--- src/hdl/amfd_pkg.sv ---
// shared types, register indexes and reset values for the motion and flip detector
package amfd_pkg;

   localparam int SampleWidth    = 16;
   localparam int DeltaWidth     = 18;
   localparam int RunWidth       = 4;
   localparam int CsrIndexWidth  = 2;
   localparam int CsrDataWidth   = 18;

   typedef logic signed [SampleWidth-1:0] sample_type;
   typedef logic [DeltaWidth-1:0]         delta_type;
   typedef logic [RunWidth-1:0]           run_type;

   // register indexes of the configuration port
   localparam logic [CsrIndexWidth-1:0] CSR_MOTION_THRESHOLD = 2'd0;
   localparam logic [CsrIndexWidth-1:0] CSR_FACE_DOWN_LEVEL  = 2'd1;
   localparam logic [CsrIndexWidth-1:0] CSR_FACE_UP_LEVEL    = 2'd2;
   localparam logic [CsrIndexWidth-1:0] CSR_FACE_DOWN_NEEDED = 2'd3;

   // 0.18 g, -0.65 g and 0.30 g at 4096 counts per g
   localparam delta_type  MOTION_THRESHOLD_RESET = 18'd737;
   localparam sample_type FACE_DOWN_LEVEL_RESET  = -16'sd2662;
   localparam sample_type FACE_UP_LEVEL_RESET    = 16'sd1229;
   localparam run_type    FACE_DOWN_NEEDED_RESET = 4'd4;

   typedef struct packed {
      sample_type down_level;
      sample_type up_level;
      run_type    needed;
   } flip_cfg_type;

   typedef struct packed {
      logic mute_request;
      logic unmute_request;
      logic muted;
   } flip_result_type;

endpackage

--- src/hdl/amfd_flip.sv ---
// face-down run counter and mute state
module amfd_flip
   import amfd_pkg::*;
(
   input  logic            clock,
   input  logic            reset,
   input  logic            step,
   input  sample_type      accel_z,
   input  flip_cfg_type    cfg,
   output flip_result_type result
);

   run_type run_ff, run_in;
   logic    mute_ff, mute_in;
   logic    face_down, face_up;

   always_comb begin
      face_down = accel_z < cfg.down_level;
      face_up   = accel_z > cfg.up_level;
      run_in    = run_ff;
      mute_in   = mute_ff;
      result.mute_request   = 1'b0;
      result.unmute_request = 1'b0;
      // face down wins when the two levels overlap
      if (face_down) begin
         if (run_ff < cfg.needed) begin
            run_in = run_ff + run_type'(1);
            if (run_in == cfg.needed && !mute_ff) begin
               mute_in = 1'b1;
               result.mute_request = 1'b1;
            end
         end
      end else if (face_up) begin
         run_in = '0;
         if (mute_ff) begin
            mute_in = 1'b0;
            result.unmute_request = 1'b1;
         end
      end
      result.muted = mute_in;
   end

   always_ff @(posedge clock) begin
      if (reset) begin
         run_ff  <= '0;
         mute_ff <= 1'b0;
      end else if (step) begin
         run_ff  <= run_in;
         mute_ff <= mute_in;
      end
   end

endmodule

--- src/hdl/accel_motion_flip_detector_core.sv ---
// top level of the accelerometer motion and flip detector
// Takes one x/y/z sample per transaction and returns one result per sample. A sample
// passes an input register and then a result register, and a new sample is taken
// every cycle while the result side keeps up. The input and result registers hold
// one transaction each: while a result is stalled the input stalls as soon as the
// input register is occupied.
// The motion delta is the L1 distance to the previous sample (zero on the first one
// after reset); wake is raised when it exceeds the motion threshold. Configuration
// is written through csr_we/csr_index/csr_wdata and should only change while idle.
module accel_motion_flip_detector_core
   import amfd_pkg::*;
(
   input  logic                     clock,
   input  logic                     reset,
   input  logic                     csr_we,
   input  logic [CsrIndexWidth-1:0] csr_index,
   input  logic [CsrDataWidth-1:0]  csr_wdata,
   input  logic                     req_valid,
   output logic                     req_stall,
   input  logic signed [15:0]       req_accel_x,
   input  logic signed [15:0]       req_accel_y,
   input  logic signed [15:0]       req_accel_z,
   output logic                     rsp_valid,
   input  logic                     rsp_stall,
   output logic                     rsp_wake,
   output logic                     rsp_mute_request,
   output logic                     rsp_unmute_request,
   output logic                     rsp_muted,
   output logic [17:0]              rsp_motion_delta
);

   // configuration
   delta_type    threshold_ff;
   flip_cfg_type flip_cfg_ff;

   always_ff @(posedge clock) begin
      if (reset) begin
         threshold_ff           <= MOTION_THRESHOLD_RESET;
         flip_cfg_ff.down_level <= FACE_DOWN_LEVEL_RESET;
         flip_cfg_ff.up_level   <= FACE_UP_LEVEL_RESET;
         flip_cfg_ff.needed     <= FACE_DOWN_NEEDED_RESET;
      end else if (csr_we) begin
         unique case (csr_index)
            CSR_MOTION_THRESHOLD: threshold_ff <= csr_wdata;
            CSR_FACE_DOWN_LEVEL:  flip_cfg_ff.down_level <= csr_wdata[SampleWidth-1:0];
            CSR_FACE_UP_LEVEL:    flip_cfg_ff.up_level <= csr_wdata[SampleWidth-1:0];
            CSR_FACE_DOWN_NEEDED: flip_cfg_ff.needed <= csr_wdata[RunWidth-1:0];
            default: ;
         endcase
      end
   end

   // input stage
   logic       in_valid_ff;
   sample_type x_ff, y_ff, z_ff;
   logic       out_ready;
   logic       advance;

   assign out_ready = !rsp_valid || !rsp_stall;
   assign advance   = in_valid_ff && out_ready;
   assign req_stall = in_valid_ff && !out_ready;

   always_ff @(posedge clock) begin
      if (reset) begin
         in_valid_ff <= 1'b0;
      end else if (!req_stall) begin
         in_valid_ff <= req_valid;
      end
   end

   always_ff @(posedge clock) begin
      if (req_valid && !req_stall) begin
         x_ff <= req_accel_x;
         y_ff <= req_accel_y;
         z_ff <= req_accel_z;
      end
   end

   // previous sample
   logic       have_prev_ff;
   sample_type prev_x_ff, prev_y_ff, prev_z_ff;

   always_ff @(posedge clock) begin
      if (reset) begin
         have_prev_ff <= 1'b0;
         prev_x_ff    <= '0;
         prev_y_ff    <= '0;
         prev_z_ff    <= '0;
      end else if (advance) begin
         have_prev_ff <= 1'b1;
         prev_x_ff    <= x_ff;
         prev_y_ff    <= y_ff;
         prev_z_ff    <= z_ff;
      end
   end

   // l1 distance
   logic signed [SampleWidth:0] dx, dy, dz;
   logic [SampleWidth-1:0]      ax, ay, az;
   delta_type                   delta_in;
   logic                        wake_in;

   always_comb begin
      dx = {x_ff[SampleWidth-1], x_ff} - {prev_x_ff[SampleWidth-1], prev_x_ff};
      dy = {y_ff[SampleWidth-1], y_ff} - {prev_y_ff[SampleWidth-1], prev_y_ff};
      dz = {z_ff[SampleWidth-1], z_ff} - {prev_z_ff[SampleWidth-1], prev_z_ff};
      ax = dx[SampleWidth] ? SampleWidth'(-dx) : dx[SampleWidth-1:0];
      ay = dy[SampleWidth] ? SampleWidth'(-dy) : dy[SampleWidth-1:0];
      az = dz[SampleWidth] ? SampleWidth'(-dz) : dz[SampleWidth-1:0];
      if (have_prev_ff) begin
         delta_in = DeltaWidth'(ax) + DeltaWidth'(ay) + DeltaWidth'(az);
      end else begin
         delta_in = '0;
      end
      wake_in = delta_in > threshold_ff;
   end

   flip_result_type flip_result;

   amfd_flip u_flip (
      .clock   (clock),
      .reset   (reset),
      .step    (advance),
      .accel_z (z_ff),
      .cfg     (flip_cfg_ff),
      .result  (flip_result)
   );

   // result register
   logic rsp_valid_ff;

   always_ff @(posedge clock) begin
      if (reset) begin
         rsp_valid_ff <= 1'b0;
      end else if (out_ready) begin
         rsp_valid_ff <= in_valid_ff;
      end
   end

   always_ff @(posedge clock) begin
      if (advance) begin
         rsp_wake           <= wake_in;
         rsp_mute_request   <= flip_result.mute_request;
         rsp_unmute_request <= flip_result.unmute_request;
         rsp_muted          <= flip_result.muted;
         rsp_motion_delta   <= delta_in;
      end
   end

   assign rsp_valid = rsp_valid_ff;

endmodule

--- config.mk ---
export PLATFORM = sky130hd
export DESIGN_NAME = accel_motion_flip_detector_core
export DESIGN_NICKNAME = d
export VERILOG_FILES = /design/src/hdl/amfd_pkg.sv /design/src/hdl/amfd_flip.sv /design/src/hdl/accel_motion_flip_detector_core.sv
export SDC_FILE = /design/constraint.sdc
export NUM_CORES = 1
export LEC_CHECK = 0
export ABC_AREA = 1
export BUFFER_PORTS_ARGS = -buffer_cell sky130_fd_sc_hd__buf_2
export CAP_MARGIN = 20
export CORE_MARGIN = 5
export CORE_UTILIZATION = 39
export CTS_CLUSTER_SIZE = 14
export DETAILED_ROUTE_END_ITERATION = 16
export MAX_ROUTING_LAYER = met4
export PLACE_DENSITY = 0.57
export SETUP_SLACK_MARGIN = 0.1
export SYNTH_ARGS = -nofsm -noshare
export SYNTH_HDL_FRONTEND = slang
export SYNTH_SLANG_ARGS = --single-unit
export TNS_END_PERCENT = 20
--- constraint.sdc ---
create_clock -name clock -period 14.5 [get_ports clock]
set_input_delay 1.45 -clock clock [delete_from_list [all_inputs] [get_ports clock]]
set_output_delay 1.45 -clock clock [all_outputs]
set_load 0.1 [all_outputs]
Word-level counts from Yosys, hierarchy flattened
Index checks and enable logic that the tools add are counted.
{"block": "totals", "regBits": 180, "wordCells": 71}
{"block": "op_classes", "bitwise_logic": 1, "n_addsub": 9, "eq_ne": 5, "muxes": 13, "n_reduce_logical": 19, "n_lt_le_gt_ge": 4}
{"op": "$sub A16 B16 Y17", "n": 3}
{"op": "$mux W16", "n": 3}
{"op": "$neg A16 Y16", "n": 3}
{"op": "$add A17 B16 Y18", "n": 1}
{"op": "$gt A18 B18 Y1", "n": 1}
{"op": "$mux W18", "n": 1}
{"op": "$add A16 B16 Y17", "n": 1}
{"op": "$gt A16 B16 Y1", "n": 1}
{"op": "$lt A16 B16 Y1", "n": 1}
{"op": "$mux W4", "n": 3}
{"op": "$reduce_and A2 Y1", "n": 5}
{"op": "$mux W1", "n": 6}
{"op": "$logic_not A1 Y1", "n": 5}
{"op": "$add A4 B1 Y4 const B", "n": 1}
{"op": "$eq A2 B2 Y1 const B", "n": 2}
{"op": "$eq A4 B4 Y1", "n": 1}
{"op": "$logic_and A1 B1 Y1", "n": 4}
{"op": "$lt A4 B4 Y1", "n": 1}
{"op": "$reduce_and A3 Y1", "n": 1}
{"op": "$eq A2 B1 Y1 const B", "n": 1}
{"op": "$logic_not A2 Y1", "n": 1}
{"op": "$ne A2 B2 Y1 const B", "n": 1}
{"op": "$reduce_bool A2 Y1", "n": 1}
{"op": "$reduce_or A2 Y1", "n": 1}
{"op": "2 further kinds", "n": 2}

Longest topological paths before layout
{"block": "logic_depth", "word_depth": 7, "ltp_mapped": 40, "mapped_depth_nobuf": 39}

Cells and area by module
Synthesis repeated with hierarchy kept, for this count alone.
{"block": "unflattened", "cells_unflattened": 1749, "area_unflattened_um2": 12876.1}
{"module": "accel_motion_flip_detector_core", "n_inst": 1, "seq_area_each_um2": 4204.0, "area_per_inst_um2": 11497.3, "cells_per_inst": 1529}
{"module": "amfd_flip", "n_inst": 1, "seq_area_each_um2": 100.1, "area_per_inst_um2": 1378.8, "cells_per_inst": 220}

Worst setup path after synthesis
Ideal clock, no wire load.
{"block": "synth_path", "kind": "flip-flop to flip-flop", "start": "register y_ff[0]", "end": "register rsp_wake, data pin", "setup_ns": 0.249, "path_stages_with_launch": 39, "path_buffers": 0, "arrival_time_ns": 4.815, "synth_period_minus_slack_ns": 5.064, "slack_ns": 9.436, "path_cell_list": "edfxtp_1 -> inv_1 -> ha_1 -> fa_1 -> nand3b_1 -> nand2_1 -> nand3_1 -> nand2_1 -> nand3_1 -> nand2_1 -> nand2_1 -> nand2_1 -> inv_1 -> o21ai_0 -> fa_1 -> inv_1 -> ha_1 -> inv_1 -> [... 3 more ...] -> nand2_1 -> nand2_1 -> nand2_1 -> a21oi_1 -> o21ai_0 -> nand3_1 -> nand2_1 -> xnor2_1 -> nor2_1 -> ha_1 -> nand2_1 -> inv_1 -> o21ai_0 -> nand2_1 -> a21oi_1 -> o221ai_1 -> nand2_1 -> inv_1"}
{"block": "synth_via", "elab_chain_cells": 7}
{"item": "from (decl)", "line": "accel_motion_flip_detector_core.sv:55", "rtl": "sample_type x_ff, y_ff, z_ff;"}
{"item": "from (signal assigned)", "line": "accel_motion_flip_detector_core.sv:74", "rtl": "y_ff <= req_accel_y;"}
{"item": "$sub A16 B16 Y17 *", "line": "accel_motion_flip_detector_core.sv:105", "rtl": "dy = {y_ff[SampleWidth-1], y_ff} - {prev_y_ff[SampleWidth-1], prev_y_ff};"}
{"item": "$neg A16 Y16", "line": "accel_motion_flip_detector_core.sv:108", "rtl": "ay = dy[SampleWidth] ? SampleWidth'(-dy) : dy[SampleWidth-1:0];"}
{"item": "$mux W16 *", "line": "accel_motion_flip_detector_core.sv:108"}
{"item": "$add A16 B16 Y17 *", "line": "accel_motion_flip_detector_core.sv:111", "rtl": "delta_in = DeltaWidth'(ax) + DeltaWidth'(ay) + DeltaWidth'(az);"}
{"item": "$add A17 B16 Y18 *", "line": "accel_motion_flip_detector_core.sv:111"}
{"item": "$mux W18 *", "line": "accel_motion_flip_detector_core.sv:110", "rtl": "if (have_prev_ff) begin"}
{"item": "via delta_in[11]", "line": "accel_motion_flip_detector_core.sv:100", "rtl": "delta_type delta_in;"}
{"item": "$gt A18 B18 Y1 *", "line": "accel_motion_flip_detector_core.sv:115", "rtl": "wake_in = delta_in > threshold_ff;"}
{"item": "via wake_in", "line": "accel_motion_flip_detector_core.sv:101", "rtl": "logic wake_in;"}
{"item": "to (signal assigned)", "line": "accel_motion_flip_detector_core.sv:142", "rtl": "rsp_wake <= wake_in;"}
{"item": "to (decl)", "line": "accel_motion_flip_detector_core.sv:25", "rtl": "output logic rsp_wake,"}
Mark *: on every way through the listed nets, which the timed path passes. The rest lies on a longest branch.
A chain may end at the register's enable or synchronous reset.

Final worst setup path
Ends and elaborated chain as after synthesis.

==> summary.txt <==
Run status
  • Run status: complete, no violations

Min path
  • HP Class: reg2reg

CTS
  • CTS tree: done
  • Post_cts resized: 0
  • H-tree depth: 4
  • CTS Hold Bufs: 0
  • CTS Buffer Depth: 2
  • Clock transition at path regs: about 80 ps
  • Clk root buf: clkbuf_16
  • Total CTS buffers: 17
  • Post-CTS Setup Bufs: 0
  • Later-pin clock latency in the skew report: 460 ps
  • CTS sink cnt: 180

Power and ir drop
  • Clock share of power: 20.7%
  • Total power: around 2.3 mW
  • Switch Pwr: 1.05 mW
  • Leakage: 6.82 nW
  • Sw Share: 46.6%
  • Comb power frac: 52.9%
  • Maximum vdd drop: 0.000106 V
  • Seq pwr share: 26.3%
  • Pint: 1.20 mW
  • Power per cell area: 162 nW/µm²

Synth
  • Yosys warnings: 0
  • Mapped cell area: between 10000 and 15000 µm²
  • Register area share after synthesis: 34.6%
  • Yosys reg bits: 180
  • Number of synthesized flops with an enable pin: 70
  • Syn Nets: 1901
  • Ys flop type: dfxtp_1
  • Avg Cell Area, Syn: between 7 and 8 µm²
  • FFs w/ async S/R, synth: 0%
  • Number of distinct library cells after synthesis: 41
  • Top post-synthesis cells by count: 401 x nand2_1, 293 x inv_1, 167 x a21oi_1
  • Share of the synthesized area in the top cell type: ~18%
  • Mapped Cells: 1688
  • Top post-synthesis cells by area: dfxtp_1 18%, edfxtp_1 17%, nand2_1 12%
  • Top cell type by total area after synthesis: dfxtp_1
  • Cell with the most instances after synthesis: nand2_1

STA
  • Min Tclk post-route: 5850 ps
  • Final hold vios: 0
  • Slew Viols, Final: 0
  • RSZ-0062 raised after global routing: false
  • Final period utilization: between 40% and 50%
  • Setup TNS: 0 ps
  • Final setup fails: 0
  • Clk_skew: between 10 and 15 ps
  • Max Fclk: around 170 MHz
  • Relative slew slack: 50.1%
  • Worst slew pin tran: 749 ps

Finish
  • N_diodes: 0
  • Net count, final: 1990
  • Synth-to-Final Area Change: 12.1%
  • Fill cells: around 3300
  • Layout cells sized above 1: 10.1%

Setup path
  • Worst Path Buf+Inv: 7
  • Worst path slowest cell: fa_1
  • Most used cell, CP: nand2_1
  • CP startpoint kind: flip-flop
  • Critical-path maximum fanout: 11
  • WS Path Type: reg2reg
  • WP data arrival: 6070 ps
  • Setup crit end kind: flip-flop
  • Family with the most delay on the worst path: adder cells
  • Worst Path Required: 14720 ps
  • Slowest cell delay on critical path: 450 ps

Drt
  • Drt wl/cell: 13.9 µm
  • Final ANT Viol Nets: 0
  • Vias per cell: 4.83
  • Vias: 10586
  • Drt total wl: between 30000 and 40000 µm
  • Pre-antenna DRT Iters: 5
  • DR iter-0 viols: 501
  • DRC viols: 0

GRT
  • Largest net degree at the start of global routing: 82
  • First-pass GRT wire length: 49800 µm
  • Number of antenna violations at the first check in global routing: 0
  • Total congestion overflow: 0
  • All-Layer GR Usage: approximately 18%
  • Vias in the first global route: 9816

Die
  • Cell Rows: 65
  • Io pins: 97
  • Total die area: 35600 µm²
  • Die W: 189 µm
  • Die Y: 189 µm
  • Core Area: 31600 µm²
  • Initial Util: 39.4%

Place
  • Port Buffers: 96
  • Dpl hpwl: ~24000 µm
  • RD Place Congestion: 0.902

Flow run
  • Max cap viols: 0
==> flip-flops by register name (all words and copies together) (netlist names) <==
signal	count
rsp_wake	1
y_ff	16
in_valid_ff	1
z_ff	16
rsp_motion_delta	18
rsp_muted	1
x_ff	16
have_prev_ff	1
prev_x_ff	16
rsp_mute_request	1
rsp_unmute_request	1
u_flip.run_ff	4
flip_cfg_ff	36
prev_z_ff	16
threshold_ff	18
rsp_valid	1
u_flip.mute_ff	1
prev_y_ff	16
==> metrics by stage <==
| step | util (%) | std cells | hold slack [ps] | instance area, µm² | setup slack (ps) |
|---|---|---|---|---|---|
| 3_3_place_gp | 42.3 | 2160 | 443 | 13300 | 8800 |
| 5_1_grt | 44.2 | 2192 | 482 | 13900 | 7980 |
| 3_5_place_dp | 42.3 | 2160 | 451 | 13300 | 8640 |
| 4_1_cts | 44.2 | 2192 | 462 | 13900 | 8610 |
| 2_1_floorplan | - | 1688 | 433 | 12400 | 9440 |
| 6_report | 44.2 | 2192 | 458 | 13900 | 8650 |
==> worst register-to-register path: cells and delay by family (launching register included) <==
family	cells	cell delay [ps]
AOI/OAI and AO/OA	6	970
xor gates and xnor gates	1	130
adders and majority gates	6	1890
buffers and inverters	7	520
DFF	1	320
and+or+nand+nor	18	1790
==> worst paths after layout <==
kind | slack, ps | end | from | depth (start not counted)
max | 8650 | rsp_wake | y_ff[0] | 38
min | 460 | prev_x_ff[13] | prev_x_ff[13] | 2
max reg2reg | 8650 | rsp_wake | y_ff[0] | 38
min reg2reg | 460 | prev_x_ff[13] | prev_x_ff[13] | 2
==> layout make-up <==
type | instances | area (µm²) | share of cell area (%)
clock buffers | 17 | 425 | 3.05
multi-input cells | 1176 | 6880 | 49.4
flip-flops and latches | 180 | 4300 | 30.9
inverters | 300 | 1130 | 8.12
repair buffers | 102 | 526 | 3.77
clock inverters | 15 | 168 | 1.20
well taps | 402 | 503 | 3.61
==> cells in the final DEF (no fill, tap or decap), drive strengths merged <==
master,instances
a211oi,2
a21oi,168
nor2,124
clkbuf,17
ha,120
a221oi,1
clkinvlp,1
buf,102
o21a,2
o21bai,3
nand3,97
o211ai,19
fa,20
and3,1
clkinv,8
nor4,2
xnor2,19
a31oi,1
or3,1
nand2,416
o21ai,114
inv,306
dfxtp,110
o221ai,1
nor3,13
o31ai,1
a211o,1
xor2,26
edfxtp,70
nand3b,10
nand4,14
==> logic make-up after synthesis <==
kind of cell               share of synthesized area (%)
AOI/OAI and AO/OA                                   13.3
xor gates and xnor gates                            3.47
adders and majority gates                           15.3
buffers and inverters                               10.1
DFF                                                 34.6
and+or+nand+nor                                     23.2
==> power by group through the flow <==
stage / logic [mW] / clock network (mW) / registers (mW)
6_report: 1.19 / 0.467 / 0.593
5_1_grt: 1.36 / 0.500 / 0.597
4_1_cts: 1.19 / 0.484 / 0.593
3_5_place_dp: 1.18 / 0 / 0.605
3_3_place_gp: 1.18 / 0 / 0.604
2_1_floorplan: 0.825 / 0 / 0.675
==> per-layer routing <==
metal / share of wire (%) / vias to the layer above / global-route usage, %
met4: 2.0 / 0 / 5.41
met3: 3.6 / 29 / 2.89
li1: - / 5660 / -
met1: 49 / 4735 / 23.6
met5: 0 / - / -
met2: 46 / 162 / 28.3
Power figures use the tool's default switching activity.
